--- src/design/vru_sqrt.sv ---
// ---------------------------------------------------------------------------
// vru_sqrt
// Pipelined digit-by-digit integer square root, one root bit per stage.
// ---------------------------------------------------------------------------
module vru_sqrt #(
   parameter int RW = 15,
   parameter int SW = 1
) (
   input  logic            clock,
   input  logic            reset,
   input  logic            enable,
   input  logic            valid_i,
   input  logic [2*RW-1:0] rad,
   input  logic [SW-1:0]   side_i,
   output logic            valid_o,
   output logic [RW-1:0]   root,
   output logic [SW-1:0]   side_o
);

   logic [RW-1:0]   valid_ff;
   logic [RW+1:0]   rem_ff  [RW];
   logic [RW+1:0]   rem_in  [RW];
   logic [RW-1:0]   root_ff [RW];
   logic [RW-1:0]   root_in [RW];
   logic [2*RW-1:0] x_ff    [RW];
   logic [2*RW-1:0] x_in    [RW];
   logic [SW-1:0]   side_ff [RW];

   always_comb begin
      logic [RW+1:0]   rp;
      logic [RW-1:0]   op;
      logic [2*RW-1:0] xp;
      logic [RW+3:0]   t;
      logic [RW+3:0]   trial;
      for (int i = 0; i < RW; i++) begin
         if (i == 0) begin
            rp = '0;
            op = '0;
            xp = rad;
         end else begin
            rp = rem_ff[i-1];
            op = root_ff[i-1];
            xp = x_ff[i-1];
         end
         t     = {rp, xp[2*RW-1 -: 2]};
         trial = (RW+4)'({op, 2'b01});
         if (t >= trial) begin
            rem_in[i]  = (RW+2)'(t - trial);
            root_in[i] = RW'({op, 1'b1});
         end else begin
            rem_in[i]  = (RW+2)'(t);
            root_in[i] = RW'({op, 1'b0});
         end
         x_in[i] = xp << 2;
      end
   end

   always_ff @(posedge clock) begin
      if (reset) begin
         valid_ff <= '0;
      end else if (enable) begin
         valid_ff <= RW'({valid_ff, valid_i});
      end
   end

   always_ff @(posedge clock) begin
      if (enable) begin
         for (int i = 0; i < RW; i++) begin
            rem_ff[i]  <= rem_in[i];
            root_ff[i] <= root_in[i];
            x_ff[i]    <= x_in[i];
            if (i == 0) begin
               side_ff[i] <= side_i;
            end else begin
               side_ff[i] <= side_ff[i-1];
            end
         end
      end
   end

   assign valid_o = valid_ff[RW-1];
   assign root    = root_ff[RW-1];
   assign side_o  = side_ff[RW-1];

endmodule

--- config.mk ---
export PLATFORM = sky130hd
export DESIGN_NAME = vru_sqrt
export DESIGN_NICKNAME = d
export VERILOG_FILES = /design/src/design/vru_sqrt.sv
export SDC_FILE = /design/constraint.sdc
export NUM_CORES = 1
export LEC_CHECK = 0
export BUFFER_PORTS_ARGS = -buffer_cell sky130_fd_sc_hd__buf_2
export CORE_MARGIN = 2
export CORE_UTILIZATION = 40
export DETAILED_ROUTE_END_ITERATION = 7
export GPL_TIMING_DRIVEN = 1
export PLACE_DENSITY = 0.56
export SKIP_LAST_GASP = 1
export SLEW_MARGIN = 20
export SYNTH_ARGS = -nofsm -noshare
export SYNTH_HDL_FRONTEND = slang
export SYNTH_SLANG_ARGS = --single-unit
--- constraint.sdc ---
create_clock -name clock -period 2.6 [get_ports clock]
set_input_delay 0.39 -clock clock [delete_from_list [all_inputs] [get_ports clock]]
set_output_delay 0.39 -clock clock [all_outputs]
set_load 0.03 [all_outputs]
# Word level (Yosys, flattened, before mapping)
# Memory sizes are Yosys's and may differ from the RTL's.
# Cells that the tools add are included.
dict set report totals {
  reg_bits 15
  ram_bits 915
  out_inout_bits 17
  elab_cells 67
  memories 4
}
dict set report classes {
  add_sub_neg 15
  magnitude_cmp 15
  muxes 32
}
# memory depth word_bits rd rd_ports_with_merged_regs wr line_no
set memory_table {}
lappend memory_table {x_ff 15 28 14 0 15 25} ;# logic [2*RW-1:0] x_ff [RW];
lappend memory_table {rem_ff 15 17 14 0 15 21} ;# logic [RW+1:0] rem_ff [RW];
lappend memory_table {root_ff 15 15 15 0 15 23} ;# logic [RW-1:0] root_ff [RW];
lappend memory_table {side_ff 15 1 15 0 15 27} ;# logic [SW-1:0] side_ff [RW];
# op n
set op_table {}
lappend op_table {{$ge 19x17->1} 14}
lappend op_table {{$mux 17} 15}
lappend op_table {{$sub 17x17->17} 14}
lappend op_table {{$mux 1} 17}
lappend op_table {{$sub 2x1->3 const B} 1}
lappend op_table {{$ge 2x1->1 const B} 1}

# Depth between registers and ports, before layout
# An unclocked memory read counts as a cell.
dict set report logic_depth {
  depth_word 3
  ltp_mapped 11
  mapped_depth_nobuf 10
}

# Least setup slack after synthesis
# OpenSTA, ideal clock, no wires.
dict set report synth_path {
  path_kind {reg-to-reg}
  from {memory rem_ff[1][17] (netlist name)}
  to {memory rem_ff[1][50] (netlist name), data pin}
  setup_ps 260
  arrival_ps 2256
  t_required_ps 2340
  slack_ps 84
  stages_incl_launch_ff 9
  n_path_buf 0
  path_cell_list {edfxtp_1 ha_1 nor2b_1 o31a_1 o211ai_1 nand2_1 o41a_1 nor4_1 mux2_2}
}
# item line_no
set synth_rtl {}
lappend synth_rtl {{start: declaration} 21}

==> results.json <==
{
  "status": "finished with violations",
  "violations": "negative setup slack",
  "ant_nets": 0,
  "hpwl_um": 33300,
  "setup-violations-final": 2,
  "pwr-share-seq": 0.470,
  "worst_pin_slew_ps": 579,
  "cp.arrival_ps": 2990,
  "final_common_cell": "edfxtp_1",
  "synth_cell_types": 87,
  "use_met3": 0.0298,
  "intPower_w": 0.0192,
  "yosys_warnings": 0,
  "num_rows": 94,
  "top_usage_layer": "met2",
  "vdd_ir_drop_max_mv": 0.608,
  "drt_pre_antenna_iters": 5,
  "critical_path.max_stage_delay_ps": 390,
  "syn_avg_cell_area_um2": 13.3,
  "yosysTopAreaCell": "edfxtp_1",
  "synth-edff-count": 565,
  "ys_seq_area_frac": 0.650,
  "powerDensity_nw_per_um2": 783,
  "rsz0062_at_grt": "true",
  "routedWlPerCell_um": 14.7,
  "dieWidth_um": 262,
  "overflow": 0,
  "path_max_fanout": 4,
  "htreeDepth": 3,
  "final_cell_count_no_fill": 3207,
  "portBuffers": 51,
  "insertion_delay_ps": 600,
  "cts_tree": "yes",
  "antenna_found_initial": 0,
  "fin_nets": 2462,
  "dieArea_um2": 68500,
  "finalHoldViolations": 0,
  "initial_utilization": 0.404,
  "grt_pass1_vias": 16200,
  "finish.instance_area_um2": 32300,
  "p_sw_w": 0.00613,
  "grtUsageTotal": 0.138,
  "swShare": 0.242,
  "ys_seq_elements": 580,
  "clockBufferDepth": 3,
  "relSlewSlack": 0.611,
  "synth_top_area_frac": 0.638,
  "cp.required_ps": 2940,
  "end_kind": "flip-flop",
  "min_from": "valid_i",
  "root_buffer": "clkbuf_16",
  "worstSetupPathType": "flip-flop to flip-flop",
  "synth_area_leaders": "edfxtp_1 64%, ha_1 6.4%, xnor2_1 2.5%",
  "drt-total-wl_um": 47300,
  "drc": 0,
  "min_period_over_period": 1.02,
  "syn_to_final_growth_pct": 21.6,
  "hold_path.class": "primary input to flip-flop",
  "fin_ws_ps": -53.8,
  "use_met1": 0.143,
  "power.leakage_nw": 12.6,
  "start_kind": "flip-flop",
  "cap_violations": 0,
  "clock-sinks": 580,
  "dpl.cell_count": 3031,
  "io_pins": 52,
  "grt_use_met2": 0.259,
  "clk_pin_slew_worst_paths_ps": 60,
  "layout-drive-gt1-share": 0.202,
  "fin_crit_ps": 2650,
  "vias": 15900,
  "synth_nets": 2163,
  "core_area_um2": 65700,
  "n_fill_cell": 5628,
  "grt_max_degree": 89,
  "grt_pass1_wl_um": 76400,
  "syn_inst": 1993,
  "async_reset_ff_frac": 0,
  "mostFrequentLayoutCells": "565 x edfxtp_1, 177 x buf_4, 163 x nor2_1",
  "synthesis.area_um2": 26600,
  "drt_iter0_drc": 713,
  "worst_path_most_repeated_cell": "o31a_1",
  "fmax_mhz": 377,
  "die_h_um": 262,
  "cp_num_buf_inv": 2,
  "dpl_cell_area_um2": 29000,
  "viasPerCell": 4.97,
  "cp-startpoint": "rem_ff[1][68]",
  "crit_chain": "ha_1 -> buf_6 -> nor2b_4 -> o31a_1 -> o31a_1 -> o21ai_1 -> buf_4 -> o21ai_0 -> xor2_1 -> mux2_2",
  "critical-path-top-delay-family": "compound AO/OA/AOI/OAI gates",
  "drv_slew": 0,
  "cts_inserted_buffers": 67,
  "synth_top_flop_cell": "edfxtp_1",
  "antennaDiodeCount": 0,
  "gp_congestion": 0.870,
  "crit_slowest_cell": "edfxtp_1",
  "p_clk_frac": 0.379,
  "combPwrFrac": 0.151,
  "finClkSkew_ps": 23.3,
  "rr_startpoint": "rem_ff[1][68]"
}
-- power groups by stage --
stage	clock, W	sequential (W)	combinational [W]
6_report	0.00959	0.0119	0.00382
5_1_grt	0.0103	0.0120	0.00426
4_1_cts	0.00993	0.0119	0.00360
3_5_place_dp	0	0.0121	0.00351
3_3_place_gp	0	0.0121	0.00345
2_1_floorplan	0	0.0119	0.00238
-- metal layers --
metal  wire, µm  share of wire
met3       1530          0.032
met2      25400           0.54
met4       2300          0.049
met1      18100           0.38
met5          0              0
-- final cells by class --
cell class              count  area [µm²]  area share
flip-flops and latches    580       17300       0.534
multi-input cells        1209        8960       0.277
repair buffers            271        2110      0.0654
clock buffers              82        1800      0.0556
well taps                 864        1080      0.0335
inverters                 163         616      0.0191
clock inverters            38         472      0.0146
-- per-stage QoR --
step | hold slack (ps) | power (W) | util | TNS (ps) | setup WS [ps]
final | 62.4 | 0.0253 | 0.491 | -101 | -53.8
after global placement | 400 | 0.0155 | 0.441 | -1960 | -179
after global routing | 54.4 | 0.0265 | 0.491 | -639 | -147
after detailed placement | 405 | 0.0156 | 0.441 | -2620 | -180
after CTS | 22.7 | 0.0254 | 0.482 | -52.0 | -26.5
after floorplan | 400 | 0.0143 | - | 0 | 83.8
-- registers in the layout, summed over array words and instances (netlist names) --
name	flops
rem_ff	220
x_ff	210
root_ff	120
side_ff	15
valid_ff	15
-- worst reg2reg max path, stage by stage, from the launching register on --
cell,delay (ps)
edfxtp_1,390
ha_1,340
buf_6,130
nor2b_4,120
o31a_1,310
o31a_1,330
o21ai_1,130
buf_4,150
o21ai_0,90
xor2_1,150
mux2_2,270
-- path summary, 6_finish.rpt --
| check | to | slack (ps) | cells past startpoint |
|---|---|---|---|
| setup / recovery | rem_ff[1][99] | -50 | 10 |
| hold / removal | valid_ff[0] | 60 | 3 |
| setup reg to reg | rem_ff[1][99] | -50 | 10 |
| hold reg to reg | side_ff[7] | 410 | 0 |
-- cells in the mapped netlist, types with 14 or more instances --
cell / number
mux2i_1: 23
nor4_1: 17
o21a_1: 32
buf_4: 17
xnor2_1: 76
o21ai_0: 84
a21o_1: 28
or3_1: 28
mux2_2: 23
edfxtp_1: 565
nor3_1: 57
clkbuf_1: 14
dfxtp_1: 15
nor2b_1: 26
inv_1: 162
ha_1: 135
nand3_1: 32
nand2b_1: 21
a21oi_1: 115
nand2_1: 92
nor2_1: 163
xor2_1: 65
-- logic make-up (layout without fill, tap and decap cells) --
family                   count (synthesis)  in the layout  synth area share
flip-flops                             580            580             0.650
AND/OR/NAND/NOR                        520            520            0.0987
AO/OA/AOI/OAI                          359            360            0.0869
buffers and inverters                  205            554            0.0327
XOR/XNOR                               142            142            0.0471
adder cells (fa/ha/maj)                135            135            0.0636
multiplexers                            51             51            0.0211
other                                    1              1          0.000141
-- repair_timing --
item,CTS,global route
pin swaps,4,26
buffers inserted,3,23
hold endpoints to repair,29,0
hold buffers,29,0
resized for setup,19,90
gates cloned,0,1
setup endpoints to repair,43,108
No activity file was read; power rests on OpenSTA's default activity.
