==> config.mk <==
export PLATFORM = sky130hd
export DESIGN_NAME = vru_div
export DESIGN_NICKNAME = d
export VERILOG_FILES = /design/src/design/vru_div.sv
export SDC_FILE = /design/constraint.sdc
export NUM_CORES = 1
export LEC_CHECK = 0
export ABC_AREA = 1
export BUFFER_PORTS_ARGS = -buffer_cell sky130_fd_sc_hd__buf_2
export CAP_MARGIN = 5
export CORE_MARGIN = 5
export CORE_UTILIZATION = 29
export CTS_CLUSTER_SIZE = 12
export DETAILED_ROUTE_END_ITERATION = 10
export GPL_ROUTABILITY_DRIVEN = 0
export MAX_ROUTING_LAYER = met4
export PLACE_DENSITY = 0.42
export RECOVER_POWER = 50
export SYNTH_ARGS = -nofsm -noshare
export SYNTH_HDL_FRONTEND = slang
export SYNTH_SLANG_ARGS = --single-unit
export TNS_END_PERCENT = 5
==> constraint.sdc <==
create_clock -name clock -period 2.6 [get_ports clock]
set_input_delay 0.26 -clock clock [delete_from_list [all_inputs] [get_ports clock]]
set_output_delay 0.26 -clock clock [all_outputs]
set_load 0.02 [all_outputs]
==> src/design/vru_div.sv <==
// ---------------------------------------------------------------------------
// vru_div
// Pipelined restoring divider, one quotient bit per stage, with sideband.
// ---------------------------------------------------------------------------
module vru_div #(
   parameter int DW = 16,
   parameter int QW = 16,
   parameter int SW = 1
) (
   input  logic          clock,
   input  logic          reset,
   input  logic          enable,
   input  logic          valid_i,
   input  logic [DW-1:0] num_hi,
   input  logic [QW-1:0] num_lo,
   input  logic [DW-1:0] den,
   input  logic [SW-1:0] side_i,
   output logic          valid_o,
   output logic [QW-1:0] quo,
   output logic [SW-1:0] side_o
);

   logic [QW-1:0]  valid_ff;
   logic [DW-1:0]  rem_ff  [QW];
   logic [DW-1:0]  rem_in  [QW];
   logic [QW-1:0]  lo_ff   [QW];
   logic [QW-1:0]  lo_in   [QW];
   logic [QW-1:0]  q_ff    [QW];
   logic [QW-1:0]  q_in    [QW];
   logic [DW-1:0]  den_ff  [QW];
   logic [SW-1:0]  side_ff [QW];

   always_comb begin
      logic [DW-1:0] rp;
      logic [QW-1:0] lp;
      logic [QW-1:0] qp;
      logic [DW-1:0] dp;
      logic [DW:0]   t;
      for (int i = 0; i < QW; i++) begin
         if (i == 0) begin
            rp = num_hi;
            lp = num_lo;
            qp = '0;
            dp = den;
         end else begin
            rp = rem_ff[i-1];
            lp = lo_ff[i-1];
            qp = q_ff[i-1];
            dp = den_ff[i-1];
         end
         t = {rp, lp[QW-1]};
         if (t >= {1'b0, dp}) begin
            rem_in[i] = DW'(t - {1'b0, dp});
            q_in[i]   = QW'({qp, 1'b1});
         end else begin
            rem_in[i] = DW'(t);
            q_in[i]   = QW'({qp, 1'b0});
         end
         lo_in[i] = lp << 1;
      end
   end

   always_ff @(posedge clock) begin
      if (reset) begin
         valid_ff <= '0;
      end else if (enable) begin
         valid_ff <= QW'({valid_ff, valid_i});
      end
   end

   always_ff @(posedge clock) begin
      if (enable) begin
         for (int i = 0; i < QW; i++) begin
            rem_ff[i] <= rem_in[i];
            lo_ff[i]  <= lo_in[i];
            q_ff[i]   <= q_in[i];
            if (i == 0) begin
               den_ff[i]  <= den;
               side_ff[i] <= side_i;
            end else begin
               den_ff[i]  <= den_ff[i-1];
               side_ff[i] <= side_ff[i-1];
            end
         end
      end
   end

   assign valid_o = valid_ff[QW-1];
   assign quo     = q_ff[QW-1];
   assign side_o  = side_ff[QW-1];

endmodule

After elaboration in Yosys (flattened, before gate mapping):

Memory sizes are Yosys's and may differ from the RTL's.
Index checks and enable logic that the tools add are counted.

* add/sub/neg operators: 16
* magnitude comparators: 16
* mux-type cells: 34

Operators with widths (count)
* greater-or-equal comparator 17 x 16 -> 1 bit: 16
* 2-to-1 mux 16 bit: 16
* subtractor 16 bit: 16
* 2-to-1 mux 1 bit: 18

* register bits: 16
* bits in writable memories: 1024
* input bits: 53
* memories: 5

Memory list
* den_ff: depth 16, width 16, read ports 15, clocked after memory_dff 0, wr ports 16, RTL line 30 `logic [DW-1:0] den_ff [QW];`
* q_ff: depth 16, width 16, read ports 16, clocked after memory_dff 0, wr ports 16, RTL line 28 `logic [QW-1:0] q_ff [QW];`
* rem_ff: depth 16, width 16, read ports 15, clocked after memory_dff 0, wr ports 16, RTL line 24 `logic [DW-1:0] rem_ff [QW];`
* lo_ff: depth 16, width 15, read ports 15, clocked after memory_dff 0, wr ports 16, RTL line 26 `logic [QW-1:0] lo_ff [QW];`
* side_ff: depth 16, width 1, read ports 16, clocked after memory_dff 0, wr ports 16, RTL line 31 `logic [SW-1:0] side_ff [QW];`

Longest topological paths before layout:

Gate-level depths: netlist of run 1.
An unclocked memory read counts as a cell.

* depth after elaboration: 3
* depth in mapped cells: 14

Worst setup path after synthesis of run 1:

No wires, ideal clock.

* path type: register to register
* from: mem den_ff[12][0]
* to: mem rem_ff[13][8] (netlist: rem_ff[1][88]) (data pin)
* library setup time: 0.253 ns
* data arrival time: 1.685 ns
* required time: 2.347 ns
* setup slack: 0.661 ns
* cell stages (with the launch flop): 10
* path buffers: 0
* period minus slack after synthesis: 1.939 ns
* cell sequence: edfxtp_1 -> ha_1 -> fa_1 -> inv_1 -> nand3_1 -> nand3_1 -> a21oi_1 -> or2_2 -> nand3_1 -> nand2_1

RTL lines (RTL line)
* start, declared: 30
* end, declared: 24

==> impl_results.md, run 1 <==
- Routed Antenna Nets: 0
- Global-route wire length before repair: 183 mm
- Pwr Density: 1080 nW/um^2
- Area contributors post-synth: edfxtp_1, nand2_1, inv_1
- GR Util met1: 19.7%
- Detailed Route WL: 117 mm
- Number of port buffers: 70
- Switching part of the total: 40.8%
- Initial Utilization: 29.2%
- Post-synth top area cell: edfxtp_1
- Slew @ Worst Pin: 1.02 ns
- Largest net degree at the start of global routing: 86
- Period utilization: 93.1%
- Switching pwr: 22.3 mW
- EDFF count, synth: 752
- Hold Crit Class: primary input to flip-flop
- Warnings, synthesis: 0
- Worst hold margin: 0.287 ns
- Vias in the first global route: 31600
- TritonCTS Buffers: 93
- Req. time, crit path: 3.00 ns
- Fin. max-slew vios: 0
- Count of cell types in the netlist: 42
- Final hold vios: 0
- GR Util met2: 23.6%
- CTS max path bufs: 3
- Post-CTS Setup Inserts: 0
- Register area share after synthesis: 51.8%
- Reg power frac: 34.6%
- Met3 Use GR: 2.30%
- CTS root buf: clkbuf_16
- Area of the core: 152000 um^2
- GRT Residual Overflow: 0
- CTS tree: built
- I/O Pins: 71
- Fmax: 0.413 GHz
- Fill cells: 16100
- Number of max-cap violations: 0
- Initial antenna violation count: 2
- Fin nets: 5605
- Syn avg cell area: 8.72 um^2
- Mapped cell area: 44200 um^2
- Asr flop ratio synth: 0%
- Synth Flop Type: edfxtp_1
- Clock power share: 23.3%
- GRT Max-Usage Layer: met2
- Reg2reg setup slack: 0.18 ns
- Via count: 32100
- Status: finished clean
- Path depth of the worst reg2reg path: 10
- Yosys reg bits: 768
- Die ar.: 160000 um^2
- Rel. slew slack: 31.7%
- DP Wirelength: 90.4 mm
- H-tree depth: 3
- WP data arrival: 2.82 ns
- Pre-Repair DR Iteration Count: 5
- Kind of start point of the critical path: flip-flop
- Worst vdd ir: 0.000501 V
- Leak: 24.6 nW
- Final setup fails: 0
- Share of cells above drive strength 1: 7.32%
- Critical path peak fanout: 14
- Starting DRT DRC Count: 1941
- Post-layout min period: 2.42 ns
- Synthesized net count: 5396
- Placement Rows: 143
- Worst-path clk slew: 0.06 ns
- Hold depth: 2
- Setup total negative slack: 0 ns
- Die width: 401 um
- Post-Synthesis Cells: 5072
- Internal: 32.3 mW
- Crit path kind: flip-flop to flip-flop
- Diodes inserted: 0
- CTS Sinks: 768
- Layout area overhead: 14.5%
- RSZ-0062 raised after global routing: false
- Wirelength per Cell: 15.9 um
- CP Capture Type: flip-flop
- Via density: 4.35
- Comb power frac: 42.1%
- Clk Latency, worst-skew pair: 0.69 ns
- Clock skew: 0.0239 ns
- DRC violations left: 0
- Gr usage total: 14.8%
- Die Y: 401 um
- Yosys top cell area share: 51.1%
==> power groups by stage <==
stage	combinational [mW]	sequential [mW]	clock (mW)
finish	22.9	18.9	12.7
global route	26.3	19.1	13.8
CTS	23.1	18.9	13.3
detailed placement	22.9	19.2	0
global placement	22.9	19.2	0
floorplan	17.2	18.2	0
==> path summary, 6_finish.rpt <==
kind	from	endpoint
setup / recovery	den_ff[1][2]$_DFFE_PP_	rem_ff[0][32]$_DFFE_PP_
hold / removal	num_lo[9]	lo_ff[0][9]$_DFFE_PP_
setup reg to reg	den_ff[1][2]$_DFFE_PP_	rem_ff[0][32]$_DFFE_PP_
hold reg to reg	lo_ff[1][13]$_DFFE_PP_	lo_ff[1][29]$_DFFE_PP_
==> stage by stage <==
stage          power, mW  util, %  std cells  setup slack, ns  instance area (um^2)
6_report            54.6     33.4       7388            0.180                 50600
5_1_grt             59.2     33.4       7388           0.0214                 50600
4_1_cts             55.3     33.4       7388           0.0975                 50800
3_5_place_dp        42.1     31.1       7164            0.154                 47200
3_3_place_gp        42.1     31.1       7164            0.109                 47200
2_1_floorplan       35.4        -       5072            0.661                 44200
==> registers in the layout, indices dropped and copies added, names as in the netlist <==
| name | count |
|---|---|
| den_ff | 240 |
| rem_ff | 240 |
| q_ff | 136 |
| lo_ff | 120 |
| side_ff | 16 |
| valid_ff | 16 |
==> logic make-up (layout without fill, tap and decap cells) <==
| group | count (synthesis) | count (layout) | share of synthesized area (%) |
|---|---|---|---|
| buffers and inverters | 1042 | 1328 | 9.49 |
| AND/OR/NAND/NOR | 2707 | 2707 | 26.6 |
| adder cells (fa/ha/maj) | 271 | 271 | 7.92 |
| AO/OA/AOI/OAI | 193 | 193 | 2.37 |
| XOR/XNOR | 91 | 91 | 1.80 |
| flip-flops | 768 | 768 | 51.8 |
==> layout by cell type (no fill, tap or decap), types with 15 or more instances in the layout <==
master	n
nor3_1	41
nand3_1	400
buf_2	49
ha_1	256
fa_1	15
nand2_1	1832
nand3_2	23
xor2_1	71
clkinv_2	16
a21oi_1	155
buf_4	44
nand2_4	27
dfxtp_1	16
dlygate4sd3_1	52
edfxtp_1	752
nand3b_1	36
inv_1	953
clkinv_1	25
nand2_2	30
clkbuf_16	93
nor2_1	184
clkbuf_1	42
xnor2_1	20
nor2_2	17
inv_2	15
nor2_4	16
nand4_1	68
==> synthesized netlist by cell type (18+ instances only) <==
library cell / number
nand2_1: 1832
inv_1: 953
edfxtp_1: 752
nand3_1: 400
ha_1: 256
nor2_1: 185
a21oi_1: 155
xor2_1: 71
nand4_1: 68
nor3_1: 41
nand3b_1: 36
buf_4: 33
nand2_2: 30
nand2_4: 27
nand3_2: 23
xnor2_1: 20
buf_2: 18
==> final cells by class <==
class                   count  area [um^2]  area share (%)
flip-flops and latches    768        22900            45.2
multi-input cells        3262        17100            33.8
inverters                 968         3630            7.18
well taps                2030         2540            5.02
clock buffers             106         2380            4.69
repair buffers            188         1420            2.81
clock inverters            66          631            1.25
==> layer usage <==
| metal | vias to the layer above | share of wire [%] |
|---|---|---|
| li1 | 16700 | - |
| met1 | 14800 | 48 |
| met2 | 498 | 46 |
| met3 | 167 | 3.7 |
| met4 | 0 | 2.6 |
| met5 | - | 0 |
==> worst max-delay path, stage by stage, from the launching register on <==
cell and delay (ns):
edfxtp_1 0.42, inv_1 0.09, ha_1 0.40, nand2_1 0.11, nor2_2 0.21, nand3_1 0.10, nor2_1 0.13, nor2_1 0.07
nand2_2 0.19, buf_4 0.27, o21ai_0 0.15
==> repair_timing <==
| item | in CTS | in global routing |
|---|---|---|
| setup endpoints to repair | 0 | 6 |
| endpoints found under the hold margin | 65 | 0 |
| hold buffers | 52 | 0 |
| gates resized for setup | 0 | 1 |
Power figures use the tool's default switching activity.
==> run 2, diff against run 1 <==
--- a/config.mk
+++ b/config.mk
@@ -14,7 +14,7 @@
 export DETAILED_ROUTE_END_ITERATION = 10
 export GPL_ROUTABILITY_DRIVEN = 0
 export MAX_ROUTING_LAYER = met4
-export PLACE_DENSITY = 0.42
+export PLACE_DENSITY = 0.43
 export RECOVER_POWER = 50
 export SYNTH_ARGS = -nofsm -noshare
 export SYNTH_HDL_FRONTEND = slang
==> constraint.sdc (replaced) <==
create_clock -name clock -period 2.2 [get_ports clock]
set_input_delay 0.22 -clock clock [delete_from_list [all_inputs] [get_ports clock]]
set_output_delay 0.22 -clock clock [all_outputs]
set_load 0.02 [all_outputs]
==> impl_results.md, run 2 (synthesized netlist as in run 1, its figures left out) <==
- Status: finished clean
- Req. time, crit path: 2.62 ns
- WHS Endpoint: lo_ff[0][5]$_DFFE_PP_
- Critical path peak fanout: 13
- Register area: 22900 um^2
- CTS tree: built
- Crit path kind: flip-flop to flip-flop
- Largest regs: den_ff: 240 flops, rem_ff: 240 flops, q_ff: 136 flops
- Fill cells: 15800
- Diodes inserted: 0
- Final hold vios: 0
- Area after DPL: 49400 um^2
- Placement Rows: 143
- Fin nets: 5946
- Post-layout min period: 2.15 ns
- Area of the core: 152000 um^2
- Period utilization: 97.8%
- CTS max path bufs: 3
- Reg2reg setup slack: 0.05 ns
- Fmax: 0.465 GHz
- Global-route wire length before repair: 184 mm
- Worst hold margin: 0.217 ns
- R2r startpoint: den_ff[6][8]$_DFFE_PP_
- Via count: 33300
- Initial antenna violation count: 3
- DP Wirelength: 90.8 mm
- Die Y: 401 um
- Slew @ Worst Pin: 1.38 ns
- CP Capture Type: flip-flop
- Number of port buffers: 70
- Number of max-cap violations: 0
- TritonCTS Buffers: 94
- Commonest non-fill, non-tap cell in the layout: nand2_1
- Vias in the first global route: 32400
- Most frequent cells in the layout: nand2_1, inv_1, edfxtp_1
- Path depth of the worst reg2reg path: 10
- Layout area overhead: 23.7%
- Final setup fails: 0
- H-tree depth: 3
- Clk Latency, worst-skew pair: 0.71 ns
- Detailed Route WL: 119 mm
- RSZ-0062 raised after global routing: true
- Total Power: 70.0 mW
- Core Util, Final: 36.1%
- Via density: 4.31
- Leak: 26.1 nW
- CTS Sinks: 768
- Wirelength per Cell: 15.4 um
- Fin area: 54700 um^2
- CTS root buf: clkbuf_16
- Area of the multi-input gates: 18600 um^2
- Initial Utilization: 29.2%
- Routed Antenna Nets: 0
- Gr usage total: 14.8%
- Worst vdd ir: 0.000628 V
- Hold depth: 2
- Pre-Repair DR Iteration Count: 7
- Final non-filler cell total: 7732
- Largest net degree at the start of global routing: 101
- Pwr Density: 1280 nW/um^2
- Die ar.: 160000 um^2
- Rel. slew slack: 8.18%
- Worst R2R End: rem_ff[0][118]$_DFFE_PP_
- I/O Pins: 71
- GRT Residual Overflow: 0
- Share of cells above drive strength 1: 15.7%
- Kind of start point of the critical path: flip-flop
- Clock skew: 0.0264 ns
- Die width: 401 um
- Worst hold start: num_lo[5]
- Hold Crit Class: primary input to flip-flop
- Post-Place Cells: 7441
- DRC violations left: 0
- Worst-path clk slew: 0.06 ns
- WP data arrival: 2.57 ns
- Crit path from: den_ff[6][8]$_DFFE_PP_
- Fin. max-slew vios: 0
- Starting DRT DRC Count: 2079
==> run 2: cell count changes in the layout (fill, tap and decap cells not counted), moves of 41 or more <==
cell      delta
buf_4      +230
clkbuf_1    +41
clkbuf_4    +46
ha_1       -101
ha_4        +83
==> run 2: how the worst max path moves through the flow <==
stage	to	cells past startpoint	slack (ns)
after floorplan	rem_ff[1][88]$_DFFE_PP_	9	0.26
after CTS	rem_ff[1][77]$_DFFE_PP_	12	-0.006
after detailed placement	q_ff[1][0]$_DFFE_PP_	10	-0.09
after global routing	rem_ff[1][4]$_DFFE_PP_	13	-0.04
after global placement	q_ff[1][0]$_DFFE_PP_	10	-0.11
final	rem_ff[0][118]$_DFFE_PP_	10	0.05
==> run 2: what timing repair did <==
action | 4_1_cts | 5_1_grt
gates resized for setup | 23 | 222
hold buffers | 52 | 0
endpoints found under the setup margin | 77 | 231
gates cloned | 0 | 3
hold endpoints to repair | 68 | 0
pin swaps | 5 | 22
buffers inserted | 6 | 54
==> run 2: area by class of cell <==
type	count	share of cell area, %
flip-flops and latches	768	41.8
multi-input cells	3265	33.9
repair buffers	525	7.15
inverters	968	6.64
well taps	2030	4.64
clock buffers	109	4.44
clock inverters	67	1.35
==> run 2: routing by layer <==
layer | vias to the layer above | global-route usage (%) | wire, um
met5 | - | - | 0
met4 | 0 | 3.78 | 3020
met3 | 165 | 2.31 | 4560
met2 | 483 | 23.2 | 53700
met1 | 15300 | 20.1 | 57500
li1 | 17400 | - | -
==> run 2: worst max-delay path, stage by stage (launching register included) <==
cell and delay [ns]:
edfxtp_1 0.48, inv_2 0.09, ha_4 0.30, nand2_1 0.11, nor2_2 0.15, nand3_1 0.12, nand3_2 0.13, nand2_4 0.10
buf_6 0.19, nand3_1 0.09, nand2_1 0.11
==> run 2: power by group <==
part | switching, mW | leakage, nW | internal (mW)
Combinational | 19.0 | 17.1 | 12.7
Sequential | 2.18 | 7.51 | 20.3
Clock | 6.52 | 1.53 | 9.31
==> run 2: stage by stage <==
step	setup TNS (ns)	setup WS [ns]
5_1_grt	-0.626	-0.0354
2_1_floorplan	0	0.261
6_report	0	0.0484
3_5_place_dp	-2.34	-0.0901
4_1_cts	-0.00668	-0.00593
3_3_place_gp	-2.70	-0.115
